## config.mk

```make
export PLATFORM = sky130hd
export DESIGN_NAME = bit_range_list_parser
export DESIGN_NICKNAME = d
export VERILOG_FILES = /design/src/sv/brlp_pkg.sv /design/src/sv/bit_range_list_parser.sv /design/src/sv/brlp_front.sv /design/src/sv/brlp_queue.sv /design/src/sv/brlp_back.sv
export SDC_FILE = /design/constraint.sdc
export NUM_CORES = 1
export LEC_CHECK = 0
export BUFFER_PORTS_ARGS = -buffer_cell sky130_fd_sc_hd__buf_2
export CORE_ASPECT_RATIO = 0.6
export CORE_MARGIN = 3
export CORE_UTILIZATION = 48
export CTS_CLUSTER_DIAMETER = 120
export CTS_CLUSTER_SIZE = 8
export DETAILED_ROUTE_END_ITERATION = 10
export PLACE_DENSITY = 0.65
export SYNTH_ARGS = -nofsm -noshare
export SYNTH_HDL_FRONTEND = slang
export SYNTH_SLANG_ARGS = --single-unit
```

## constraint.sdc

```tcl
create_clock -name clk -period 13 [get_ports clk]
set_input_delay 1.3 -clock clk [delete_from_list [all_inputs] [get_ports clk]]
set_output_delay 1.3 -clock clk [all_outputs]
set_load 0.005 [all_outputs]
```

## src/sv/brlp_pkg.sv

```systemverilog
`timescale 1ns / 1ps
// Package for the bit range list parser: payload structs, character classes,
// mask operations and shared constants. Depends on nothing.
package brlp_pkg;

	localparam int unsigned MASK_W = 64;
	localparam int unsigned BIT_W  = 6;
	localparam int unsigned NUM_W  = 7;

	localparam logic [NUM_W-1:0] NUM_SAT = 7'd64;

	localparam logic [7:0] CHAR_TAB   = 8'h09;
	localparam logic [7:0] CHAR_CR    = 8'h0D;
	localparam logic [7:0] CHAR_SPACE = 8'h20;
	localparam logic [7:0] CHAR_PLUS  = 8'h2B;
	localparam logic [7:0] CHAR_COMMA = 8'h2C;
	localparam logic [7:0] CHAR_MINUS = 8'h2D;
	localparam logic [7:0] CHAR_ZERO  = 8'h30;
	localparam logic [7:0] CHAR_NINE  = 8'h39;

	typedef struct packed {
		logic [7:0] text_byte;
		logic       is_last;
	} in_item_t;

	typedef struct packed {
		logic [MASK_W-1:0] bit_mask;
		logic              range_error;
	} out_item_t;

	typedef enum logic [2:0] {
		CLS_SPACE,
		CLS_PLUS,
		CLS_MINUS,
		CLS_COMMA,
		CLS_DIGIT,
		CLS_OTHER
	} char_class_t;

	typedef struct packed {
		char_class_t cls;
		logic [3:0]  digit;
		logic        last;
	} token_t;

	typedef enum logic [1:0] {
		OP_NONE,
		OP_TOGGLE,
		OP_RANGE
	} op_kind_t;

	typedef struct packed {
		op_kind_t         kind;
		logic [BIT_W-1:0] lo;
		logic [BIT_W-1:0] hi;
		logic             last;
		logic             err;
	} mask_op_t;

	// Two shifted left by n, with the top case wrapping to zero.
	function automatic logic [MASK_W-1:0] two_shifted(input logic [BIT_W-1:0] n);
		logic [MASK_W-1:0] r;
		if (n == 6'd63) begin
			r = '0;
		end else begin
			r = 64'd2 << n;
		end
		return r;
	endfunction

endpackage

```

## src/sv/bit_range_list_parser.sv

```systemverilog
`timescale 1ns / 1ps
// Top level of the bit range list parser: front end, token queue and back end.
// Depends on brlp_pkg, brlp_front, brlp_queue and brlp_back.
// The block takes one character per cycle while the output is not stalled;
// the parser stage then consumes one queued character per cycle and sets that
// rate. The result passes the token queue, the parser stage register and the
// result register after the character marked last is taken, and the next
// string may follow at once. Stalls on the output fill the queue (QUEUE_DEPTH
// entries) before the input is held off.
module bit_range_list_parser #(
	parameter int unsigned QUEUE_DEPTH = 4
) (
	input  logic                clk,
	input  logic                arst_n,
	input  logic                in_valid,
	output logic                in_ready,
	input  brlp_pkg::in_item_t  in_data,
	output logic                out_valid,
	input  logic                out_ready,
	output brlp_pkg::out_item_t out_data
);
	import brlp_pkg::*;

	token_t tok;
	token_t head;
	logic   full;
	logic   nonempty;
	logic   pop;

	assign in_ready = !full;

	brlp_front u_front (
		.in_item (in_data),
		.tok     (tok)
	);

	brlp_queue #(
		.DEPTH (QUEUE_DEPTH)
	) u_queue (
		.clk       (clk),
		.arst_n    (arst_n),
		.push      (in_valid && !full),
		.push_data (tok),
		.full      (full),
		.pop       (pop),
		.nonempty  (nonempty),
		.head      (head)
	);

	brlp_back u_back (
		.clk        (clk),
		.arst_n     (arst_n),
		.head_valid (nonempty),
		.head       (head),
		.pop        (pop),
		.out_valid  (out_valid),
		.out_ready  (out_ready),
		.out_data   (out_data)
	);

endmodule

```

## src/sv/brlp_front.sv

```systemverilog
`timescale 1ns / 1ps
// Front end of the bit range list parser: sorts each incoming character into
// a class and keeps its digit value. Depends on brlp_pkg.
module brlp_front (
	input  brlp_pkg::in_item_t in_item,
	output brlp_pkg::token_t   tok
);
	import brlp_pkg::*;

	logic is_digit;
	logic is_space;

	assign is_digit = (in_item.text_byte >= CHAR_ZERO) && (in_item.text_byte <= CHAR_NINE);
	assign is_space = (in_item.text_byte == CHAR_SPACE) ||
		((in_item.text_byte >= CHAR_TAB) && (in_item.text_byte <= CHAR_CR));

	always_comb begin
		tok.digit = in_item.text_byte[3:0];
		tok.last  = in_item.is_last;
		if (is_space) begin
			tok.cls = CLS_SPACE;
		end else if (is_digit) begin
			tok.cls = CLS_DIGIT;
		end else if (in_item.text_byte == CHAR_PLUS) begin
			tok.cls = CLS_PLUS;
		end else if (in_item.text_byte == CHAR_MINUS) begin
			tok.cls = CLS_MINUS;
		end else if (in_item.text_byte == CHAR_COMMA) begin
			tok.cls = CLS_COMMA;
		end else begin
			tok.cls = CLS_OTHER;
		end
	end

endmodule

```

## src/sv/brlp_queue.sv

```systemverilog
`timescale 1ns / 1ps
// Short token queue between the front end and the parser.
// Depends on brlp_pkg for the token type.
module brlp_queue #(
	parameter int unsigned DEPTH = 4
) (
	input  logic              clk,
	input  logic              arst_n,
	input  logic              push,
	input  brlp_pkg::token_t  push_data,
	output logic              full,
	input  logic              pop,
	output logic              nonempty,
	output brlp_pkg::token_t  head
);
	import brlp_pkg::*;

	localparam int unsigned IDX_W = $clog2(DEPTH);
	localparam int unsigned CNT_W = $clog2(DEPTH + 1);

	token_t             mem_q [DEPTH];
	logic [IDX_W-1:0]   wr_ptr_q;
	logic [IDX_W-1:0]   rd_ptr_q;
	logic [CNT_W-1:0]   count_q;

	assign full     = (count_q == CNT_W'(DEPTH));
	assign nonempty = (count_q != '0);
	assign head     = mem_q[rd_ptr_q];

	always_ff @(posedge clk) begin
		if (push) begin
			mem_q[wr_ptr_q] <= push_data;
		end
	end

	always_ff @(posedge clk or negedge arst_n) begin
		if (!arst_n) begin
			wr_ptr_q <= '0;
			rd_ptr_q <= '0;
			count_q  <= '0;
		end else begin
			if (push) begin
				wr_ptr_q <= (wr_ptr_q == IDX_W'(DEPTH - 1)) ? '0 : wr_ptr_q + 1'b1;
			end
			if (pop) begin
				rd_ptr_q <= (rd_ptr_q == IDX_W'(DEPTH - 1)) ? '0 : rd_ptr_q + 1'b1;
			end
			if (push && !pop) begin
				count_q <= count_q + 1'b1;
			end else if (pop && !push) begin
				count_q <= count_q - 1'b1;
			end
		end
	end

endmodule

```

## src/sv/brlp_back.sv

```systemverilog
`timescale 1ns / 1ps
// Back end of the bit range list parser: the number parser stage, then the
// mask stage with the result register. Depends on brlp_pkg.
module brlp_back (
	input  logic                clk,
	input  logic                arst_n,
	input  logic                head_valid,
	input  brlp_pkg::token_t    head,
	output logic                pop,
	output logic                out_valid,
	input  logic                out_ready,
	output brlp_pkg::out_item_t out_data
);
	import brlp_pkg::*;

	typedef enum logic [2:0] {
		PH_SKIP,
		PH_SIGN_POS,
		PH_SIGN_NEG,
		PH_DIG_POS,
		PH_DIG_NEG,
		PH_STOP
	} phase_t;

	phase_t            phase_q, ph_n, start_ph;
	logic [NUM_W-1:0]  num_q, num_n;
	logic [BIT_W-1:0]  rs_q, rs_n;
	logic              rp_q, rp_n;
	logic              err_q, err_n;
	mask_op_t          op_s1, op_n;
	logic              op_valid_s1;
	logic              emit;
	logic              fin, fin_neg, fin_ok, open_range;
	logic [NUM_W-1:0]  fin_val;
	logic [10:0]       acc_wide;
	logic              op_take;
	logic [MASK_W-1:0] mask_q, term, mask_new;
	logic              out_valid_q;
	out_item_t         out_q;

	assign acc_wide = ({4'd0, num_q} << 3) + ({4'd0, num_q} << 1) + {7'd0, head.digit};

	always_comb begin
		case (head.cls)
			CLS_SPACE: start_ph = PH_SKIP;
			CLS_PLUS:  start_ph = PH_SIGN_POS;
			CLS_MINUS: start_ph = PH_SIGN_NEG;
			CLS_DIGIT: start_ph = PH_DIG_POS;
			default:   start_ph = PH_STOP;
		endcase
	end

	always_comb begin
		ph_n       = phase_q;
		num_n      = num_q;
		rs_n       = rs_q;
		rp_n       = rp_q;
		err_n      = err_q;
		fin        = 1'b0;
		fin_val    = num_q;
		fin_neg    = (phase_q == PH_DIG_NEG);
		open_range = 1'b0;
		case (phase_q)
			PH_SKIP: begin
				ph_n = start_ph;
				if (head.cls == CLS_DIGIT) begin
					num_n = {3'd0, head.digit};
				end
			end
			PH_SIGN_POS, PH_SIGN_NEG: begin
				if (head.cls == CLS_DIGIT) begin
					num_n = {3'd0, head.digit};
					ph_n  = (phase_q == PH_SIGN_POS) ? PH_DIG_POS : PH_DIG_NEG;
				end else begin
					ph_n = PH_STOP;
				end
			end
			PH_DIG_POS, PH_DIG_NEG: begin
				if (head.cls == CLS_DIGIT) begin
					num_n = (acc_wide > {4'd0, NUM_SAT}) ? NUM_SAT : acc_wide[NUM_W-1:0];
				end else begin
					fin   = 1'b1;
					num_n = '0;
					if (head.cls == CLS_COMMA) begin
						ph_n = PH_SKIP;
					end else if (head.cls == CLS_MINUS) begin
						open_range = 1'b1;
						ph_n       = PH_SKIP;
					end else begin
						ph_n = start_ph;
					end
				end
			end
			default: begin
				ph_n = PH_STOP;
			end
		endcase

		// A number still open at the closing character is completed here.
		if (head.last && (ph_n == PH_DIG_POS || ph_n == PH_DIG_NEG)) begin
			fin     = 1'b1;
			fin_val = num_n;
			fin_neg = (ph_n == PH_DIG_NEG);
		end

		fin_ok = !(fin_neg && fin_val != '0) && (fin_val < NUM_SAT);

		op_n.kind = OP_NONE;
		op_n.lo   = rs_q;
		op_n.hi   = fin_val[BIT_W-1:0];
		op_n.last = head.last;
		if (fin) begin
			rp_n = 1'b0;
			if (!fin_ok) begin
				err_n = 1'b1;
			end else begin
				op_n.kind = rp_q ? OP_RANGE : OP_TOGGLE;
			end
		end
		if (open_range && fin_ok) begin
			rs_n = fin_val[BIT_W-1:0];
			rp_n = 1'b1;
		end
		op_n.err = err_n;
		emit     = head.last || (op_n.kind != OP_NONE);
	end

	assign op_take = op_valid_s1 && (!op_s1.last || !out_valid_q || out_ready);
	assign pop     = head_valid && (!op_valid_s1 || op_take);

	always_ff @(posedge clk or negedge arst_n) begin
		if (!arst_n) begin
			phase_q     <= PH_SKIP;
			num_q       <= '0;
			rs_q        <= '0;
			rp_q        <= 1'b0;
			err_q       <= 1'b0;
			op_valid_s1 <= 1'b0;
			op_s1       <= '0;
		end else if (pop) begin
			if (head.last) begin
				phase_q <= PH_SKIP;
				num_q   <= '0;
				rs_q    <= '0;
				rp_q    <= 1'b0;
				err_q   <= 1'b0;
			end else begin
				phase_q <= ph_n;
				num_q   <= num_n;
				rs_q    <= rs_n;
				rp_q    <= rp_n;
				err_q   <= err_n;
			end
			op_valid_s1 <= emit;
			op_s1       <= op_n;
		end else if (op_take) begin
			op_valid_s1 <= 1'b0;
		end
	end

	always_comb begin
		case (op_s1.kind)
			OP_TOGGLE: term = 64'd1 << op_s1.hi;
			OP_RANGE:  term = two_shifted(op_s1.hi) - two_shifted(op_s1.lo);
			default:   term = '0;
		endcase
		mask_new = mask_q ^ term;
	end

	always_ff @(posedge clk or negedge arst_n) begin
		if (!arst_n) begin
			mask_q      <= '0;
			out_valid_q <= 1'b0;
		end else begin
			if (op_take) begin
				mask_q <= op_s1.last ? '0 : mask_new;
			end
			if (op_take && op_s1.last) begin
				out_valid_q <= 1'b1;
			end else if (out_ready) begin
				out_valid_q <= 1'b0;
			end
		end
	end

	always_ff @(posedge clk) begin
		if (op_take && op_s1.last) begin
			out_q.bit_mask    <= mask_new;
			out_q.range_error <= op_s1.err;
		end
	end

	assign out_valid = out_valid_q;
	assign out_data  = out_q;

endmodule

```

# Word-level counts from Yosys, hierarchy flattened
# Memory sizes are Yosys's and may differ from the RTL's.
# Index checks and enable logic that the tools add are counted.
# Widths: inputs -> output; s select.
[word_totals]
ramBits = 32
out_inout_bits = 67
elab_cells = 151
memories = 1
reg_bits = 172
in_bits = 13
[op_classes]
bitwise_logic = 1
n_lt_le_gt_ge = 6
n_mux = 54
shifts = 3
reduce_logical = 40
addsub = 7
eq_ne = 21
[mem_list]
columns = ["memory", "depth", "width", "rd", "rd_clocked_by_memory_dff", "write_ports", "line_no", "text"]
rows = [
  ["u_queue.mem_q", 4, 8, 1, 0, 1, "brlp_queue.sv:21", "token_t mem_q [DEPTH];"],
]
[op_table]
columns = ["operator", "n"]
rows = [
  ["$mux 64", 5],
  ["$pmux 64 s2", 1],
  ["$shl 2x6->64 const A", 2],
  ["$shl 1x6->64 const A", 1],
  ["$sub 64x64->64", 1],
  ["$xor 64x64->64", 1],
  ["$mux 3", 13],
  ["$mux 7", 5],
  ["$eq 8x6->1 const B", 4],
  ["$mux 1", 20],
  ["$eq 3x2->1 const B", 5],
  ["$pmux 7 s2", 1],
  ["$eq 3x3->1 const B", 4],
  ["$eq 6x6->1 const B", 2],
  ["$logic_and 1x1->1", 12],
  ["$mux 6", 2],
  ["$pmux 3 s4", 1],
  ["$add 10x8->11", 1],
  ["$add 11x4->11", 1],
  ["$gt 11x7->1 const B", 1],
  ["$mux 2", 5],
  ["$reduce_bool 2->1", 5],
  ["$pmux 3 s3", 1],
  ["$ge 8x4->1 const B", 1],
  ["other kinds (18)", 37],
]

# Depth between registers and ports, before layout
# An unclocked memory read counts as a cell.
[depth]
word_depth = 20
ltp_mapped = 18
depth_no_buf = 16

# Hierarchy
# A second synthesis with hierarchy kept.
[hier_totals]
hier_cells = 1617
area_unflattened_um2 = 14485.1
[by_module_without_submodules]
columns = ["mod", "area_per_inst_um2", "seq_area_each_um2", "instances", "cells_each"]
rows = [
  ["brlp_back", 12731.0, 4454.3, 1, 1509],
  ["brlp_queue", 1570.3, 1136.1, 1, 79],
  ["brlp_front", 173.9, 0.0, 1, 27],
  ["bit_range_list_parser", 10.0, 0.0, 1, 2],
]

# Worst setup path before layout
# Ideal clock, no wire load.
[synth_path]
kind = "input-to-reg"
from = "input out_ready"
to = "register u_back.out_q, in the netlist u_back.out_data[0] (enable)"
arrival_time_ps = 4613
path_buffers = 2
required_time_ps = 12511
path_stages = 6
slack_ps = 7898
setup_time_ps = 489
cell_sequence = "nor2b_1 -> nand2_1 -> nand2_1 -> clkbuf_1 -> buf_1 -> nor2_1"
[synth_via]
elab_chain_len = 3
[synth_rtl]
columns = ["element", "line_no", "text"]
rows = [
  ["start: declaration", "bit_range_list_parser.sv:19", "input logic out_ready,"],
  ["$logic_or 1x1->1", "brlp_back.sv:128", "assign op_take = op_valid_s1 && (!op_s1.last || !out_valid_q || out_ready);"],
  ["$logic_and 1x1->1", "brlp_back.sv:128", ""],
  ["$logic_and 1x1->1", "brlp_back.sv:187", "if (op_take && op_s1.last) begin"],
  ["end: declaration", "brlp_back.sv:39", "out_item_t out_q;"],
]
# No other way between the ends.
# A chain may end at the register's enable or synchronous reset.

# Worst setup path in the final report
[layout_path]
from = "register u_back.op_s1[11] (netlist bit)"
to = "register u_back.mask_q[37]"
[layout_via]
elab_chain_len = 7
elab_cells_between_ends = 8
cone_classes = "add/sub (1); eq/ne (1); shift (1); mux (4); bitwise (1)"
[layout_rtl]
columns = ["element", "line_no", "text"]
rows = [
  ["start: declaration", "brlp_back.sv:30", "mask_op_t op_s1, op_n;"],
  ["start signal: assignment", "brlp_back.sv:155", "op_s1 <= op_n;"],
  ["$eq 6x6->1 / $shl 2x6->64 (equally long branches)", "brlp_pkg.sv:63, brlp_pkg.sv:66", ""],
  ["$mux 64 (*)", "brlp_pkg.sv:63", "if (n == 6'd63) begin"],
  ["$mux 64 (*)", "brlp_back.sv:162", "case (op_s1.kind)"],
  ["$sub 64x64->64 (*)", "brlp_back.sv:164", "OP_RANGE: term = two_shifted(op_s1.hi) - two_shifted(op_s1.lo);"],
  ["$pmux 64 s2 (*)", "brlp_back.sv:162", ""],
  ["$xor 64x64->64 (*)", "brlp_back.sv:167", "mask_new = mask_q ^ term;"],
  ["$mux 64 (*)", "brlp_back.sv:176", "mask_q <= op_s1.last ? '0 : mask_new;"],
  ["end signal: assignment", "brlp_back.sv:176", ""],
  ["end: declaration", "brlp_back.sv:37", "logic [MASK_W-1:0] mask_q, term, mask_new;"],
]
# Mark *: on every way between the ends. The rest lies on a longest branch, timed or not. The select of a mux whose other input is x is not followed.

==> qor.yml <==
vias: 12894
avgSynthCellArea_um2: 8.82
die_y_um: 140
hold_path.class: "reg -> reg"
antenna_found_initial: 0
postCtsHoldBufs: 0
cp.depth: 14
ant_nets: 0
period_share_pct: 41.8
gr-total-overflow: 0
fin_cells: 2091
rows: 48
cp.buffers_inverters: 0
start_util_pct: 49.5
post-place-ws_ns: 7.73
finalWorstSetupSlack_ns: 7.57
place_area_um2: 15100
fin_crit_ns: 5.43
maxCapViolCount: 0
seq_area_frac_synth_pct: 38.8
status: "completed"
hold_path_end: "u_back.out_data[0]$_DFFE_PP_"
place.gp.congestion: 0.985
yosys_warnings: 0
final_hold_viol_count: 0
synth_seq_cells: 204
syn_to_final_growth_pct: 10.5
nNetsFinal: 1769
whs_ns: 0.448
dr.first_iter.drc_count: 1477
setup_viol: 0
drtPass1Iterations: 5
htreeDepth: 1
p_leak_nw: 6.98
via_per_inst: 6.17
post_cts_buffers: 0
path_delay_family: "compound AO/OA/AOI/OAI gates"
clkLatencyLatePin_ns: 0.56
clock-sinks: 204
async_reset_ff_share_pct: 52.5
synth_cell_type_count: 80
p_per_area_nw_per_um2: 184
r2r-end: "u_back.mask_q[37]$_DFFE_PN0P_"
relSlewSlack_pct: 12.2
netlist_top_cells_area: "edfxtp_1, dfrtp_1, ha_1"
wl_mm: 43.8
slew_violations: 0
die_w_um: 230
ir_drop_mv: 0.118
synthCells: 1634
dp.cells: 2038
grt_first_pass_wirelength_mm: 69.4
required_ns: 13.46
clockRootBuffer: "clkbuf_16"
endpoint_kind: "register"
worstReg2RegStart: "u_back.op_s1[11]$_DFFE_PN0P_"
r2r_slack_ns: 7.57
synth.cell_area_um2: 14400
first_global_vias: 12038
cp_max_fo: 8
wl_per_cell_um: 21.0
critPathSlowestCell: "nor4_1"
cp_data_arrival_time_ns: 5.89
fmaxAchievable_mhz: 184
cts_resized: 0
coreArea_um2: 29100
yosys.area.top_type: "edfxtp_1"
rsz0062_at_grt: "false"
grt_max_degree: 68
fin_setup_tns_ns: 0
path_class: "reg -> reg"
hpwl_mm: 31.7
cts_buffers: 29
ys.flop_type: "dfrtp_1"
synth_edf_count: 97
antenna_cells: 0
postLayoutCellArea_um2: 15900
cp_cell_sequence: "nor4_1 -> nand2_1 -> ha_1 -> o21ai_0 -> a2bb2oi_1 -> a221o_1 -> a22oi_1 -> o31a_1 -> o41ai_1 -> a21oi_1 -> xnor2_1 -> a21oi_1 -> or3_1 -> o21ai_0"
io_buffers: 79
hold_depth: 0
ios: 80
cts_tree: "built"
die_area_um2: 32200
route.detailed.drc: 0
grt_usage_pct: 26.9
yosys.area.top_type_share_pct: 20.2
max_slew.worst_pin.slew_ns: 1.31
synthesis.nets: 1734
fin_worst_skew_ns: 0.0243
drive_above_1_share_pct: 9.23
clk_pin_slew_ns: 0.05
r2r_cells: 14
hp-start: "u_back.op_s1[0]$_DFFE_PN0P_"
cts_buffer_depth: 3
startpoint_type: "register"
slowest_delay_ns: 1.11
==> worst max path at each step <==
stage / startpoint / end / slack (ns)
global placement: u_back.op_s1[12]$_DFFE_PN0P_ / u_back.mask_q[44]$_DFFE_PN0P_ / 7.82
floorplan: out_ready / u_back.out_data[0]$_DFFE_PP_ / 7.90
global route: u_back.op_s1[11]$_DFFE_PN0P_ / u_back.mask_q[62]$_DFFE_PN0P_ / 7.21
detailed placement: u_back.op_s1[11]$_DFFE_PN0P_ / u_back.mask_q[62]$_DFFE_PN0P_ / 7.73
finish: u_back.op_s1[11]$_DFFE_PN0P_ / u_back.mask_q[37]$_DFFE_PN0P_ / 7.57
CTS: u_back.op_s1[11]$_DFFE_PN0P_ / u_back.mask_q[62]$_DFFE_PN0P_ / 7.74
==> cell usage after synthesis (26+ instances only) <==
| cell | number |
|---|---|
| nand2_1 | 198 |
| nor2_1 | 180 |
| a21oi_1 | 128 |
| dfrtp_1 | 107 |
| edfxtp_1 | 97 |
| o21ai_0 | 97 |
| ha_1 | 84 |
| clkbuf_1 | 74 |
| xnor2_1 | 63 |
| xor2_1 | 59 |
| inv_1 | 49 |
| a21o_1 | 42 |
| a22o_1 | 41 |
| nor3_1 | 40 |
| nand3_1 | 33 |
| o22ai_1 | 33 |
| nand2b_1 | 26 |
==> metrics by stage <==
| step | utilization [%] | total power, mW |
|---|---|---|
| after global placement | 51.8 | 2.19 |
| after global routing | 54.7 | 3.11 |
| after CTS | 54.7 | 2.93 |
| final | 54.7 | 2.93 |
| after detailed placement | 51.8 | 2.20 |
| after floorplan | - | 1.81 |
==> metal layers <==
metal  global-route usage (%)  share of wire [%]
met5                        0                  0
met4                     4.62                1.7
met3                     6.54                 10
met2                     36.4                 39
met1                     43.5                 49
==> report_power, final <==
part / total [mW] / internal, mW / switching, mW
Combinational: 1.26 / 0.471 / 0.794
Sequential: 0.945 / 0.851 / 0.0943
Clock: 0.720 / 0.435 / 0.285
Total: 2.93 / 1.76 / 1.17
==> area by class of cell <==
| type | instances | area (um2) |
|---|---|---|
| flip-flops and latches | 204 | 5590 |
| repair buffers | 90 | 480 |
| inverters | 50 | 188 |
| clock buffers | 51 | 808 |
| fillers | 2671 | 13200 |
| well taps | 400 | 500 |
| clock inverters | 2 | 38.8 |
| multi-input cells | 1294 | 8320 |
==> layout by cell type (no fill, tap or decap), types with 13 or more instances in the layout <==
cell	instances
nand4_1	17
o31ai_1	17
o22ai_1	33
xnor2_1	63
xor2_1	59
dfrtp_1	107
nand2b_1	26
or3_1	17
ha_1	84
nand2_1	197
edfxtp_1	97
inv_1	49
a211oi_1	13
o21ai_0	97
clkbuf_16	29
buf_2	78
a21o_1	42
nor2_1	178
a21oi_1	128
a31oi_1	13
clkbuf_1	22
a22o_1	41
nor3_1	40
nand3_1	33
==> cell families after synthesis <==
group                    after synthesis  synth area share, %
AO/OA/AOI/OAI                        485                 22.0
flip-flops                           204                 38.8
adder cells (fa/ha/maj)               87                 7.71
AND/OR/NAND/NOR                      580                 18.4
buffers and inverters                136                 3.61
XOR/XNOR                             122                 7.41
multiplexers                          20                 2.10
==> sequential cells by signal, indices dropped and copies added (netlist names), 2 cells and up <==
signal            cells
u_back.out_data      65
u_back.mask_q        64
u_queue.mem_q        32
u_back.op_s1         16
u_back.num_q          7
u_back.rs_q           6
u_back.phase_q        3
u_queue.count_q       3
u_queue.rd_ptr_q      2
u_queue.wr_ptr_q      2
Note: power is estimated with default switching activity, not from simulation.
